==> src/rtl/lcd_mode_timing_controller_defines.svh <==
// Assertion macros shared by the LCD mode timing controller RTL.
// Expects a clock named clk and an active-low reset named arst_n in scope.
`ifndef LCD_MODE_TIMING_CONTROLLER_DEFINES_SVH
`define LCD_MODE_TIMING_CONTROLLER_DEFINES_SVH

// same-cycle implication
`define LCDMT_ASSERT_IMP(label, ante, cons, msg) \
	label: assert property (@(posedge clk) disable iff (!arst_n) (ante) |-> (cons)) \
		else $error(msg);

// next-cycle implication
`define LCDMT_ASSERT_NXT(label, ante, cons, msg) \
	label: assert property (@(posedge clk) disable iff (!arst_n) (ante) |=> (cons)) \
		else $error(msg);

`endif

==> src/rtl/lcdmt_pkg.sv <==
// Types, constants and helpers for the LCD mode timing controller.
// No dependencies; used by lcdmt_step and lcd_mode_timing_controller.
package lcdmt_pkg;

	localparam logic [1:0] OP_TICK = 2'd0;
	localparam logic [1:0] OP_CTRL = 2'd1;
	localparam logic [1:0] OP_STAT = 2'd2;
	localparam logic [1:0] OP_LYC  = 2'd3;

	localparam logic [1:0] MODE_HBLANK = 2'd0;
	localparam logic [1:0] MODE_VBLANK = 2'd1;
	localparam logic [1:0] MODE_OAM    = 2'd2;
	localparam logic [1:0] MODE_DRAW   = 2'd3;

	localparam logic [6:0] LAST_HBLANK_DOT = 7'd93;
	localparam logic [6:0] LAST_VBLANK_DOT = 7'd113;
	localparam logic [6:0] LAST_OAM_DOT    = 7'd19;
	localparam logic [6:0] VBLANK_IRQ_DOT  = 7'd4;
	localparam logic [6:0] FIRST_DRAW_DOT  = 7'd3;

	localparam logic [7:0] FIRST_VBLANK_LINE = 8'd144;
	localparam logic [7:0] LAST_FRAME_LINE   = 8'd153;
	localparam logic [7:0] RESET_LINE        = 8'd143;
	localparam logic [7:0] LINE_PIXELS       = 8'd160;
	localparam logic [7:0] GROUP_PIXELS      = 8'd4;

	// status enable bit positions
	localparam int EN_HBLANK = 0;
	localparam int EN_VBLANK = 1;
	localparam int EN_OAM    = 2;
	localparam int EN_COINC  = 3;

	localparam int CTRL_ENABLE_BIT = 7;

	typedef enum logic [3:0] {
		ST_HBLANK = 4'b0001,
		ST_VBLANK = 4'b0010,
		ST_OAM    = 4'b0100,
		ST_DRAW   = 4'b1000
	} mode_t;

	typedef struct packed {
		logic [1:0] op;
		logic [7:0] data;
	} item_t;

	typedef struct packed {
		logic [1:0] mode;
		logic [7:0] line;
		logic       coincide;
		logic       vblank_irq;
		logic       stat_irq;
		logic       draw_strobe;
		logic [7:0] pixel_pos;
		logic       oam_locked;
		logic       vram_locked;
	} result_t;

	typedef struct packed {
		mode_t      mode;
		logic [7:0] line;
		logic [6:0] dot;
		logic [7:0] pixel;
		logic [3:0] irq_en;
		logic       coinc;
		logic [7:0] lyc;
		logic       lcd_on;
		logic       oam_lock;
		logic       vram_lock;
	} timing_state_t;

	function automatic logic [1:0] mode_code(input mode_t m);
		logic [1:0] code;
		case (m)
			ST_HBLANK: code = MODE_HBLANK;
			ST_VBLANK: code = MODE_VBLANK;
			ST_OAM:    code = MODE_OAM;
			default:   code = MODE_DRAW;
		endcase
		return code;
	endfunction

endpackage

==> src/rtl/lcdmt_step.sv <==
// Next-state and result logic for one transfer of the LCD mode timing controller.
// Purely combinational; depends on lcdmt_pkg.
module lcdmt_step (
	input  lcdmt_pkg::timing_state_t cur,
	input  lcdmt_pkg::item_t         item,
	output lcdmt_pkg::timing_state_t nxt,
	output lcdmt_pkg::result_t       res
);

	logic       st_irq;
	logic       vbl_irq;
	logic       drew;
	logic [7:0] line_inc;
	logic [7:0] pix_inc;
	logic       lyc_eq;

	assign line_inc = cur.line + 8'd1;
	assign pix_inc  = cur.pixel + lcdmt_pkg::GROUP_PIXELS;
	assign lyc_eq   = (cur.line == item.data);

	always_comb begin
		nxt     = cur;
		st_irq  = 1'b0;
		vbl_irq = 1'b0;
		drew    = 1'b0;
		case (item.op)
			lcdmt_pkg::OP_TICK: begin
				if (!cur.lcd_on) begin
					nxt.mode      = lcdmt_pkg::ST_HBLANK;
					nxt.line      = '0;
					nxt.dot       = '0;
					nxt.pixel     = '0;
					nxt.oam_lock  = 1'b0;
					nxt.vram_lock = 1'b0;
				end else begin
					case (cur.mode)
						lcdmt_pkg::ST_HBLANK: begin
							if (cur.dot == lcdmt_pkg::LAST_HBLANK_DOT) begin
								nxt.dot   = '0;
								nxt.line  = line_inc;
								nxt.coinc = (line_inc == cur.lyc);
								if (nxt.coinc && cur.irq_en[lcdmt_pkg::EN_COINC])
									st_irq = 1'b1;
								if (line_inc >= lcdmt_pkg::FIRST_VBLANK_LINE) begin
									nxt.mode = lcdmt_pkg::ST_VBLANK;
									if (cur.irq_en[lcdmt_pkg::EN_VBLANK])
										st_irq = 1'b1;
								end else begin
									nxt.mode     = lcdmt_pkg::ST_OAM;
									nxt.oam_lock = 1'b1;
									if (cur.irq_en[lcdmt_pkg::EN_OAM])
										st_irq = 1'b1;
								end
							end
						end
						lcdmt_pkg::ST_VBLANK: begin
							vbl_irq = (cur.line == lcdmt_pkg::FIRST_VBLANK_LINE) &&
								(cur.dot == lcdmt_pkg::VBLANK_IRQ_DOT);
							if (cur.dot == lcdmt_pkg::LAST_VBLANK_DOT) begin
								nxt.dot = '0;
								if (cur.line >= lcdmt_pkg::LAST_FRAME_LINE) begin
									nxt.line     = '0;
									nxt.mode     = lcdmt_pkg::ST_OAM;
									nxt.oam_lock = 1'b1;
									if (cur.irq_en[lcdmt_pkg::EN_OAM])
										st_irq = 1'b1;
								end else begin
									nxt.line = line_inc;
								end
								nxt.coinc = (nxt.line == cur.lyc);
								if (nxt.coinc && cur.irq_en[lcdmt_pkg::EN_COINC])
									st_irq = 1'b1;
							end
						end
						lcdmt_pkg::ST_OAM: begin
							if (cur.dot == lcdmt_pkg::LAST_OAM_DOT) begin
								nxt.dot       = '0;
								nxt.pixel     = '0;
								nxt.vram_lock = 1'b1;
								nxt.mode      = lcdmt_pkg::ST_DRAW;
							end
						end
						default: begin
							if (cur.dot >= lcdmt_pkg::FIRST_DRAW_DOT) begin
								nxt.pixel = pix_inc;
								drew      = 1'b1;
							end
							if (nxt.pixel >= lcdmt_pkg::LINE_PIXELS) begin
								if (cur.irq_en[lcdmt_pkg::EN_HBLANK])
									st_irq = 1'b1;
								nxt.oam_lock  = 1'b0;
								nxt.vram_lock = 1'b0;
								nxt.mode      = lcdmt_pkg::ST_HBLANK;
							end
						end
					endcase
					nxt.dot = nxt.dot + 7'd1;
				end
			end
			lcdmt_pkg::OP_CTRL: begin
				nxt.lcd_on = item.data[lcdmt_pkg::CTRL_ENABLE_BIT];
			end
			lcdmt_pkg::OP_STAT: begin
				nxt.irq_en = item.data[6:3];
			end
			default: begin
				nxt.lyc   = item.data;
				nxt.coinc = lyc_eq;
				st_irq    = lyc_eq && cur.irq_en[lcdmt_pkg::EN_COINC];
			end
		endcase
	end

	always_comb begin
		res.mode        = lcdmt_pkg::mode_code(nxt.mode);
		res.line        = nxt.line;
		res.coincide    = nxt.coinc;
		res.vblank_irq  = vbl_irq;
		res.stat_irq    = st_irq;
		res.draw_strobe = drew;
		res.pixel_pos   = nxt.pixel;
		res.oam_locked  = nxt.oam_lock;
		res.vram_locked = nxt.vram_lock;
	end

endmodule

==> src/rtl/lcd_mode_timing_controller.sv <==
// LCD mode timing controller: one tick or register write per transfer, one result each.
// Takes one item per clock while the output is not stalled. An accepted item is held in
// an input register; the timing state and result register update from it together when
// it advances: when the output register is empty or its result is taken. Sustained rate
// is one item per cycle when not stalled, set by the single-pass update of the timing
// state; item_ready follows result_ready combinationally while an item and a result wait.
// Depends on lcdmt_pkg, lcdmt_step and lcd_mode_timing_controller_defines.svh.
`include "lcd_mode_timing_controller_defines.svh"

module lcd_mode_timing_controller (
	input  logic                clk,
	input  logic                arst_n,
	input  logic                item_valid,
	output logic                item_ready,
	input  lcdmt_pkg::item_t    item,
	output logic                result_valid,
	input  logic                result_ready,
	output lcdmt_pkg::result_t  result
);

	lcdmt_pkg::item_t         item_s1;
	logic                     valid_s1;
	lcdmt_pkg::timing_state_t state_q;
	lcdmt_pkg::timing_state_t state_nxt;
	lcdmt_pkg::result_t       res_nxt;
	lcdmt_pkg::result_t       result_s2;
	logic                     valid_s2;
	logic                     adv;

	assign adv        = valid_s1 && (!valid_s2 || result_ready);
	assign item_ready = !valid_s1 || adv;

	always_ff @(posedge clk or negedge arst_n) begin
		if (!arst_n) begin
			valid_s1 <= 1'b0;
		end else if (item_ready) begin
			valid_s1 <= item_valid;
		end
	end

	always_ff @(posedge clk) begin
		if (item_valid && item_ready) begin
			item_s1 <= item;
		end
	end

	lcdmt_step u_step (
		.cur  (state_q),
		.item (item_s1),
		.nxt  (state_nxt),
		.res  (res_nxt)
	);

	always_ff @(posedge clk or negedge arst_n) begin
		if (!arst_n) begin
			state_q.mode      <= lcdmt_pkg::ST_VBLANK;
			state_q.line      <= lcdmt_pkg::RESET_LINE;
			state_q.dot       <= '0;
			state_q.pixel     <= '0;
			state_q.irq_en    <= '0;
			state_q.coinc     <= 1'b0;
			state_q.lyc       <= '0;
			state_q.lcd_on    <= 1'b1;
			state_q.oam_lock  <= 1'b0;
			state_q.vram_lock <= 1'b0;
		end else if (adv) begin
			state_q <= state_nxt;
		end
	end

	always_ff @(posedge clk or negedge arst_n) begin
		if (!arst_n) begin
			valid_s2 <= 1'b0;
		end else if (adv) begin
			valid_s2 <= 1'b1;
		end else if (result_ready) begin
			valid_s2 <= 1'b0;
		end
	end

	always_ff @(posedge clk) begin
		if (adv) begin
			result_s2 <= res_nxt;
		end
	end

	assign result_valid = valid_s2;
	assign result       = result_s2;

	`LCDMT_ASSERT_NXT(a_state_hold, !adv, $stable(state_q), "timing state moved without a transfer")
	`LCDMT_ASSERT_IMP(a_vram_in_draw, valid_s2 && result_s2.vram_locked,
		result_s2.mode == lcdmt_pkg::MODE_DRAW, "vram locked outside drawing")
	`LCDMT_ASSERT_IMP(a_vram_implies_oam, valid_s2 && result_s2.vram_locked,
		result_s2.oam_locked, "vram locked while oam unlocked")
	`LCDMT_ASSERT_IMP(a_vblank_irq_line, valid_s2 && result_s2.vblank_irq,
		result_s2.line == lcdmt_pkg::FIRST_VBLANK_LINE &&
		result_s2.mode == lcdmt_pkg::MODE_VBLANK, "vblank request off first vblank line")

endmodule
==> config.mk <==
export PLATFORM = sky130hd
export DESIGN_NAME = lcd_mode_timing_controller
export DESIGN_NICKNAME = d
export VERILOG_FILES = /design/src/rtl/lcdmt_pkg.sv /design/src/rtl/lcdmt_step.sv /design/src/rtl/lcd_mode_timing_controller.sv
export VERILOG_INCLUDE_DIRS = /design/src /design/src/rtl
export SDC_FILE = /design/constraint.sdc
export NUM_CORES = 1
export LEC_CHECK = 0
export ABC_AREA = 1
export BUFFER_PORTS_ARGS = -buffer_cell sky130_fd_sc_hd__buf_2
export CAP_MARGIN = 10
export CORE_UTILIZATION = 35
export DETAILED_ROUTE_END_ITERATION = 8
export SYNTH_ARGS = -nofsm -noshare
export SYNTH_HDL_FRONTEND = slang
export SYNTH_SLANG_ARGS = --single-unit
export TNS_END_PERCENT = 50
==> constraint.sdc <==
create_clock -name clk -period 2.8 [get_ports clk]
set_input_delay 0 -clock clk [delete_from_list [all_inputs] [get_ports clk]]
set_output_delay 0 -clock clk [all_outputs]
set_load 0.02 [all_outputs]
# Word level (Yosys, flattened, before mapping)
# Cells that the tools add are included.
# classes
n_bitwise	3
n_addsub	3
n_lt_le_gt_ge	4
n_eq_ne	16
n_mul	0
n_mux	57
n_reduce_logical	22
div_mod_pow	0
shift	0
# ops
cell	n
$mux W8	9
$mux W27	2
$mux W19	2
$pmux W8 S2	2
$eq A8 B8 Y1	3
$ge A8 B8 Y1 const B	3
$mux W1	23
$pmux W7 S3	1
$mux W15	1
$eq A7 B7 Y1 const B	2
$mux W7	2
$mux W4	3
$pmux W4 S3	1
$add A8 B1 Y8 const B	1
$add A8 B3 Y8 const B	1
$eq A4 B1 Y1 const B	2
$eq A4 B2 Y1 const B	2
$eq A4 B3 Y1 const B	2
$eq A8 B8 Y1 const B	1
$pmux W1 S2	4
$reduce_and A2 Y1	4
$add A7 B1 Y7 const B	1
$eq A7 B3 Y1 const B	1
$eq A7 B5 Y1 const B	1
other kinds (17)	31
# totals
in_bits	14
n_memories	0
register_bits	79
rom_bits	0
latch_bits	0
output_inout_bits	26
ramBits	0

# Longest topological paths before layout
# Gate-level depths: netlist of run 1.
# depth
ltp_word	15
depth_mapped	22
mapped_depth_nobuf	22

# Cells and area by module
# Synthesis of run 1 repeated with hierarchy kept, for this count alone.
# unflattened
hier_cells	697
hier_area_um2	5247.5
# modules_own_cells
mod	n_inst	area_per_inst_um2	seq_area_each_um2	cells_each
lcd_mode_timing_controller	1	2850.2	2155.8	230
lcdmt_step	1	2397.3	0.0	467

# Least setup slack after synthesis of run 1
# OpenSTA, ideal clock, no wires.
# synth_timing
path_kind	reg-to-reg
startpoint	register state_q[32] in the netlist's numbering
endpoint	register result_s2, in the netlist result[23] (data pin)
stages_incl_launch_ff	16
arrival_ns	1.914
setup_time_ns	0.253
period_less_slack_ns	2.168
path_slack_ns	0.632
path_cell_list	dfstp_2 -> inv_1 -> ha_1 -> nor2_1 -> nand2_1 -> nand2_1 -> nand2_2 -> nand2_2 -> buf_6 -> nor2_1 -> a21oi_1 -> o21ai_0 -> o211ai_2 -> nand2_1 -> nor2_1 -> nand2_1
# synth_rtl
item	line	rtl
from (decl)	lcd_mode_timing_controller.sv:23	lcdmt_pkg::timing_state_t state_q;
from (signal assigned)	lcd_mode_timing_controller.sv:67	state_q <= state_nxt;
to (signal assigned)	lcd_mode_timing_controller.sv:83	result_s2 <= res_nxt;
to (decl)	lcd_mode_timing_controller.sv:26	lcdmt_pkg::result_t result_s2;

==> metrics.md, run 1 <==
| Metric | Value |
|---|---|
| Total GRT Usage | `0.187` |
| Global-route wire length before repair | `18.7 mm` |
| Pwr dens | `867 nW/um^2` |
| Initial Util | `0.365` |
| DRC violation total after the first TritonRoute iteration | `242` |
| Max_cap viols | `0` |
| Slowest stage delay, CP | `580 ps` |
| Worst EP arrival | `2640 ps` |
| # DRC | `0` |
| Clk_lat worst skew | `340 ps` |
| I/O pin count | `40` |
| H-Tree Depth | `3` |
| DIE HEIGHT | `115 um` |
| FF+latch count, synth | `79` |
| CTS Sinks | `79` |
| Hold crit path type | `primary input to register` |
| Worst R2R End | `result[23]` |
| Worst Path Max Fanout | `12` |
| Relative slew margins | `0.309` |
| CTS buffer count | `9` |
| Fin nets | `614` |
| Fillcell total | `1250` |
| Net Count, Synth | `551` |
| Worst path most repeated cell | `nand2_1` |
| WL final | `11.1 mm` |
| Avg Vias per Cell | `4.95` |
| Lkg Pwr | `2.35 nW` |
| Post-Syn Area | `4450 um^2` |
| Port-buffer cells | `39` |
| Fin. max-slew vios | `0` |
| Reg-to-reg setup timing slack | `260 ps` |
| GRT Residual Overflow | `0` |
| Final Util | `0.433` |
| Fin Setup TNS | `0 ps` |
| Pin count of the biggest net entering global routing | `43` |
| Crit Path Class | `register to register` |
| Die Footprint | `13200 um^2` |
| Post-synth EDFFs | `34` |
| Critical Path Source | `state_q[32]` |
| Placement Rows | `40` |
| FMAX | `394 MHz` |
| Syn Area/Cell | `8.47 um^2` |
| CP Cell Sequence | `inv_1 > ha_1 > nor2_1 > nand2_1 > nand2_1 > nand2_2 > nand2_2 > nor2_1 > a21oi_1 > o21ai_0 > o211ai_2 > nand2_1 > nor2_1 > nand2_1` |
| Required time worst endpoint | `2900 ps` |
| Maximum VDD drop | `0.371 mV` |
| Ys Warns | `0` |
| Number of global-route vias before repair | `3672` |
| P&R area growth vs syn | `18.8%` |
| Placed Area | `4870 um^2` |
| ANT cells | `0` |
| Vias after detailed routing | `3774` |
| Startpoint Class | `register` |
| CTS root buf | `clkbuf_16` |
| RSZ-0062 raised after global routing | `no` |
| Detailed Place HPWL | `8.10 mm` |
| Crit path capture | `result[23]` |
| Clock Pin Slew Worst Setup and Hold Paths | `60 ps` |
| Antenna Nets Post-Route | `0` |
| Main synth FF type | `dfrtp_1` |
| Worst path slowest cell | `dfstp_2` |
| Syn Inst Count | `526` |
| Worst setup EP type | `register` |
| Clk_skew | `3.65 ps` |
| Core Area | `12200 um^2` |
| TritonRoute pass-1 iters | `5` |
| CTS tree | `yes` |
| Final hold vios | `0` |
| Status | `complete, no violations` |
| DR WL/cell | `14.5 um` |
| Netlist cell types | `42` |
| Layout cells sized above 1 | `0.182` |
| Slew @ Worst Pin | `1040 ps` |
| Final setup fails | `0` |
| Die X | `115 um` |
| Routability Congestion | `0.855` |
| R2r worst-path depth | `14` |
| CTS Buffer Depth | `2` |
| Period minus WS final | `2540 ps` |
| Initial antenna violation count | `0` |
| Worst R2R Start | `state_q[32]` |
| Tcrit/Tclk final | `0.906` |
| Async set-reset flop share out of synthesis | `0.570` |
| Post-Layout Inst Area | `5290 um^2` |
| Sequential-to-total area share from yosys stat | `0.484` |
## cells by family (layout without fill, tap and decap cells)
| kind of cell | Yosys count | after routing | share of synthesized area |
|---|---|---|---|
| flops | 79 | 79 | 0.484 |
| compound gates | 98 | 98 | 0.133 |
| simple gates | 232 | 232 | 0.246 |
| mux | 1 | 1 | 0.00253 |
| buf+inv | 95 | 163 | 0.0840 |
| xor+xnor | 10 | 10 | 0.0197 |
| fa+ha+maj | 11 | 11 | 0.0309 |
## cell type report
cell class | count | area, um^2 | share of cell area
Clock inverter | 6 | 52.6 | 0.00993
Tap cell | 168 | 210 | 0.0397
Clock buffer | 10 | 229 | 0.0433
Multi-Input combinational cell | 352 | 1920 | 0.363
Timing Repair Buffer | 61 | 395 | 0.0747
Sequential cell | 79 | 2160 | 0.407
Inverter | 86 | 325 | 0.0615
## per-stage QoR
stage | total power [mW] | setup WS [ps] | instances | hold WS (ps)
after floorplan | 2.97 | 632 | 526 | -296
after global placement | 3.42 | 398 | 732 | 178
after detailed placement | 3.44 | 282 | 732 | 178
after CTS | 4.61 | 264 | 762 | 347
after global routing | 4.92 | 71.1 | 762 | 361
final | 4.59 | 264 | 762 | 364
## worst max-delay path: cells and delay by family (launching register included)
family                   cells  cell delay, ps
buffers and inverters        1             120
AND/OR/NAND/NOR              9             860
adder cells (fa/ha/maj)      1             200
flip-flops                   1             580
AO/OA/AOI/OAI                3             540
## sequential cells by signal, indices dropped and copies added, names as in the netlist
name,count
result_valid,1
item_s1,10
state_q,43
valid_s1,1
result,24
## layer usage
metal,routed length (um),share of wire,global-route usage,vias to the layer above
met2,5020,0.45,0.299,85
li1,-,-,-,1886
met5,0,0,0,-
met1,5470,0.49,0.254,1796
met4,121,0.011,0.0563,0
met3,453,0.041,0.0427,7
## where the power goes
part           total [mW]  internal (mW)  leakage [nW]  switching, mW
Sequential           1.73           1.52         0.902          0.213
Clock                1.13          0.679         0.141          0.455
Combinational        1.72          0.567          1.30           1.16
Total                4.59           2.76          2.35           1.82
## layout by cell type (no fill, tap or decap), types with 6 or more instances in the layout
cell	n
edfxtp_1	34
clkbuf_16	9
xor2_1	8
buf_2	39
a21oi_1	10
nand3_1	25
buf_4	8
nand4_1	7
inv_1	76
dfstp_2	7
nor2_1	38
nand2_1	124
o21ai_0	33
inv_2	6
dfrtp_1	38
nor2_4	6
o22ai_1	39
nand2_2	8
ha_1	11
dlygate4sd3_1	14
## Yosys cell counts, types with 4 or more instances
master	count	area [um^2]
nand2_1	124	465
inv_1	76	285
o22ai_1	39	244
dfrtp_1	38	951
nor2_1	38	143
edfxtp_1	34	1020
o21ai_0	33	165
nand3_1	25	125
ha_1	11	138
a21oi_1	10	50.1
nand2_2	8	50.1
xor2_1	8	70.1
clkbuf_1	7	26.3
dfstp_2	7	184
nand4_1	7	43.8
inv_2	6	22.5
nor2_4	6	67.6
nor3_1	5	25.0
nor2_2	4	25.0
## what timing repair did
item                      CTS  global route
hold buffers               14             0
gates resized for setup     0             0
hold endpoints to repair   50             0
setup buffers               0             0
## worst min-delay path by stage
stage | startpoint | end | slack (ps) | depth (start not counted)
finish | item[5] | item_s1[5] | 360 | 2
CTS | item[5] | item_s1[5] | 350 | 2
detailed placement | item[8] | item_s1[8] | 180 | 1
global placement | item[0] | item_s1[0] | 180 | 1
global route | item[6] | item_s1[6] | 360 | 2
floorplan | arst_n | result_valid | -300 | 0
No activity file was read; power rests on OpenSTA's default activity.
==> inputs of run 2 (changes only) <==
--- a/config.mk
+++ b/config.mk
@@ -11,7 +11,9 @@
 export CAP_MARGIN = 10
 export CORE_UTILIZATION = 35
 export DETAILED_ROUTE_END_ITERATION = 8
+export PLACE_DENSITY_LB_ADDON = 0.25
 export SYNTH_ARGS = -nofsm -noshare
 export SYNTH_HDL_FRONTEND = slang
+export SYNTH_HIERARCHICAL = 1
 export SYNTH_SLANG_ARGS = --single-unit
 export TNS_END_PERCENT = 50
==> run 2 against run 1 <==
Net effect: register-to-register slack better by 30 ps; clock power rose by 4%; worst hold slack got worse by 230 ps; first-iteration DRC count rose by 47%; global-route usage up 0.85 points; flip-flop and latch count is the same; combinational power is 12% lower; synthesized cell count is 33% higher.
==> metrics.md, run 2 <==
| Metric | Value |
|---|---|
| Syn Inst Count | `697` |
| DIE HEIGHT | `124 um` |
| Commonest non-fill, non-tap cell in the layout | `nand2_1` |
| Core Area | `14600 um^2` |
| Max reg flops | `43` |
| Fin Setup TNS | `0 ps` |
| Pwr dens | `731 nW/um^2` |
| Final WS setup | `297 ps` |
| FMAX | `400 MHz` |
| Status | `complete, no violations` |
| Ranking of synthesized cells by area | `edfxtp_1 19%, dfrtp_1 18%, nand2_1 15%, nand3_1 8.9%, inv_1 4.2%` |
| Clock Pin Slew Worst Setup and Hold Paths | `60 ps` |
| FF+latch count, synth | `79` |
| Slowest stage delay, CP | `570 ps` |
| Hold crit path type | `primary input to async pin` |
| Final setup fails | `0` |
| Total Power | `4.29 mW` |
| Worst R2R End | `result[22]` |
| CTS buffer count | `9` |
| # DRC | `0` |
| Routability Congestion | `0.914` |
| Ys Warns | `6` |
| WL final | `14.6 mm` |
| Finished Layout Cells | `914` |
| Commonest cells in the synthesized netlist | `203 x nand2_1, 93 x nand3_1, 59 x inv_1` |
| Sequential-to-total area share from yosys stat | `0.411` |
| Initial Util | `0.360` |
| DR WL/cell | `16.0 um` |
| Layout cells sized above 1 | `0.163` |
| Die X | `124 um` |
| DRC violation total after the first TritonRoute iteration | `356` |
| Final Util | `0.402` |
| RSZ-0062 raised after global routing | `no` |
| I/O pin count | `40` |
| P&R area growth vs syn | `11.9%` |
| Placement Rows | `44` |
| Fillcell total | `1494` |
| Worst EP arrival | `2600 ps` |
| Synth top area share | `0.195` |
| Max_cap viols | `0` |
| Pre-CTS WS | `212 ps` |
| Worst Path Max Fanout | `6` |
| Worst path slowest cell | `dfstp_2` |
| Reg-to-reg setup timing slack | `300 ps` |
| Number of global-route vias before repair | `4516` |
| Relative slew margins | `0.444` |
| Vias after detailed routing | `4683` |
| Clk_lat worst skew | `350 ps` |
| Lkg Pwr | `2.73 nW` |
| Final hold vios | `0` |
| R2r worst-path depth | `16` |
| Detailed Place HPWL | `10.2 mm` |
| TritonRoute pass-1 iters | `5` |
| Post-Syn Area | `5250 um^2` |
| CTS tree | `yes` |
| Fin. max-slew vios | `0` |
| Pin count of the biggest net entering global routing | `45` |
| Initial antenna violation count | `0` |
| Antenna Nets Post-Route | `0` |
| CTS Sinks | `79` |
| ANT cells | `0` |
| Tcrit/Tclk final | `0.894` |
| Placed cells | `883` |
| Netlist cell types | `44` |
| Fin nets | `749` |
| Clk_skew | `9.15 ps` |
| Most common cell in the synthesized netlist | `nand2_1` |
| Required time worst endpoint | `2890 ps` |
| Global-route wire length before repair | `23.8 mm` |
| GRT Residual Overflow | `0` |
| Main synth FF type | `dfrtp_1` |
| Post-synth EDFFs | `34` |
| Total GRT Usage | `0.195` |
| Period minus WS final | `2500 ps` |
| Maximum VDD drop | `0.286 mV` |
| CTS root buf | `clkbuf_16` |
| Crit path capture | `result[22]` |
| CP Cell Sequence | `buf_4 > ha_1 > nand2_1 > nor2_1 > nand3_1 > nand2_2 > inv_2 > nand3_4 > nand2_4 > nand2_2 > nand2_1 > or2_1 > nand3_2 > nand2_2 > nand2_1 > nand3_1` |
| Worst setup EP type | `register` |
| Slew @ Worst Pin | `825 ps` |
| Largest Register | `state_q` |
| Async set-reset flop share out of synthesis | `0.570` |
| Syn Area/Cell | `7.53 um^2` |
| Crit Path Class | `register to register` |
| Port-buffer cells | `39` |
| Critical Path Source | `state_q[31]` |
| Worst R2R Start | `state_q[31]` |
| Die Footprint | `15500 um^2` |
| Commonest cells after routing, fill and taps aside | `203 x nand2_1, 93 x nand3_1, 58 x inv_1` |
| Startpoint Class | `register` |
| Net Count, Synth | `721` |
| Yosys top cell by area | `edfxtp_1` |
| H-Tree Depth | `3` |
| CTS Buffer Depth | `2` |
| Avg Vias per Cell | `5.12` |
[run 2: cell count changes after synthesis, sizes merged, moves of 4 or more]
cell,delta
xor2,+5
nor3,-4
o211ai,-4
inv,-12
nand2,+85
nand3,+69
nor2,+8
buf,+37
o22ai,-24
o21ai,+13
[run 2: critical path, delay by kind of cell, from the launching register on]
| kind | cells | cell delay, ps |
|---|---|---|
| adders and majority gates | 1 | 210 |
| buffers and inverters | 2 | 220 |
| and+or+nand+nor | 13 | 1260 |
| DFF | 1 | 570 |
[run 2: stage by stage]
| stage | instance area [um^2] | hold WS (ps) |
|---|---|---|
| 5_1_grt | 5870 | 187 |
| 6_report | 5870 | 137 |
| 3_3_place_gp | 5420 | 178 |
| 2_1_floorplan | 5250 | -296 |
| 4_1_cts | 5840 | 348 |
| 3_5_place_dp | 5420 | 178 |
[run 2: worst min-delay path by stage]
stage          cells past startpoint           end    start  slack (ps)
4_1_cts                            2    item_s1[7]  item[7]         350
3_3_place_gp                       1    item_s1[1]  item[1]         180
6_report                           2   state_q[27]   arst_n         140
3_5_place_dp                       1    item_s1[2]  item[2]         180
5_1_grt                            2   state_q[22]   arst_n         190
2_1_floorplan                      0  result_valid   arst_n        -300
[run 2: kinds of logic after synthesis]
kind of cell	Yosys count	share of synthesized area
simple gates	392	0.334
buf+inv	118	0.114
flops	79	0.411
compound gates	82	0.0906
fa+ha+maj	10	0.0238
xor+xnor	15	0.0250
mux	1	0.00215
[run 2: what timing repair did]
item | in CTS | in global routing
hold buffers | 13 | 0
setup buffers | 0 | 1
gates resized for setup | 0 | 1
hold endpoints to repair | 49 | 0
setup endpoints to repair | 0 | 1
[run 2: power breakdown]
group | total, mW | leakage, nW | internal (mW) | switching (mW)
clock network | 1.17 | 0.140 | 0.688 | 0.482
registers | 1.60 | 0.918 | 1.43 | 0.175
logic | 1.52 | 1.67 | 0.453 | 1.06
total | 4.29 | 2.73 | 2.57 | 1.72
[run 2: metal layers]
| metal | global-route usage | part of all wire | vias to the layer above | routed length, um |
|---|---|---|---|---|
| li1 | - | - | 2317 | - |
| met1 | 0.260 | 0.48 | 2235 | 7050 |
| met2 | 0.316 | 0.46 | 108 | 6750 |
| met3 | 0.0279 | 0.035 | 23 | 507 |
| met4 | 0.0836 | 0.020 | 0 | 297 |
| met5 | 0 | 0 | - | 0 |
[run 2: area by class of cell]
| cell class | instances | area, um^2 | area share |
|---|---|---|---|
| well taps | 184 | 230 | 0.0392 |
| flip-flops and latches | 79 | 2160 | 0.367 |
| clock inverters | 6 | 60.1 | 0.0102 |
| multi-input cells | 500 | 2490 | 0.425 |
| inverters | 73 | 275 | 0.0469 |
| clock buffers | 10 | 229 | 0.0390 |
| repair buffers | 62 | 425 | 0.0725 |
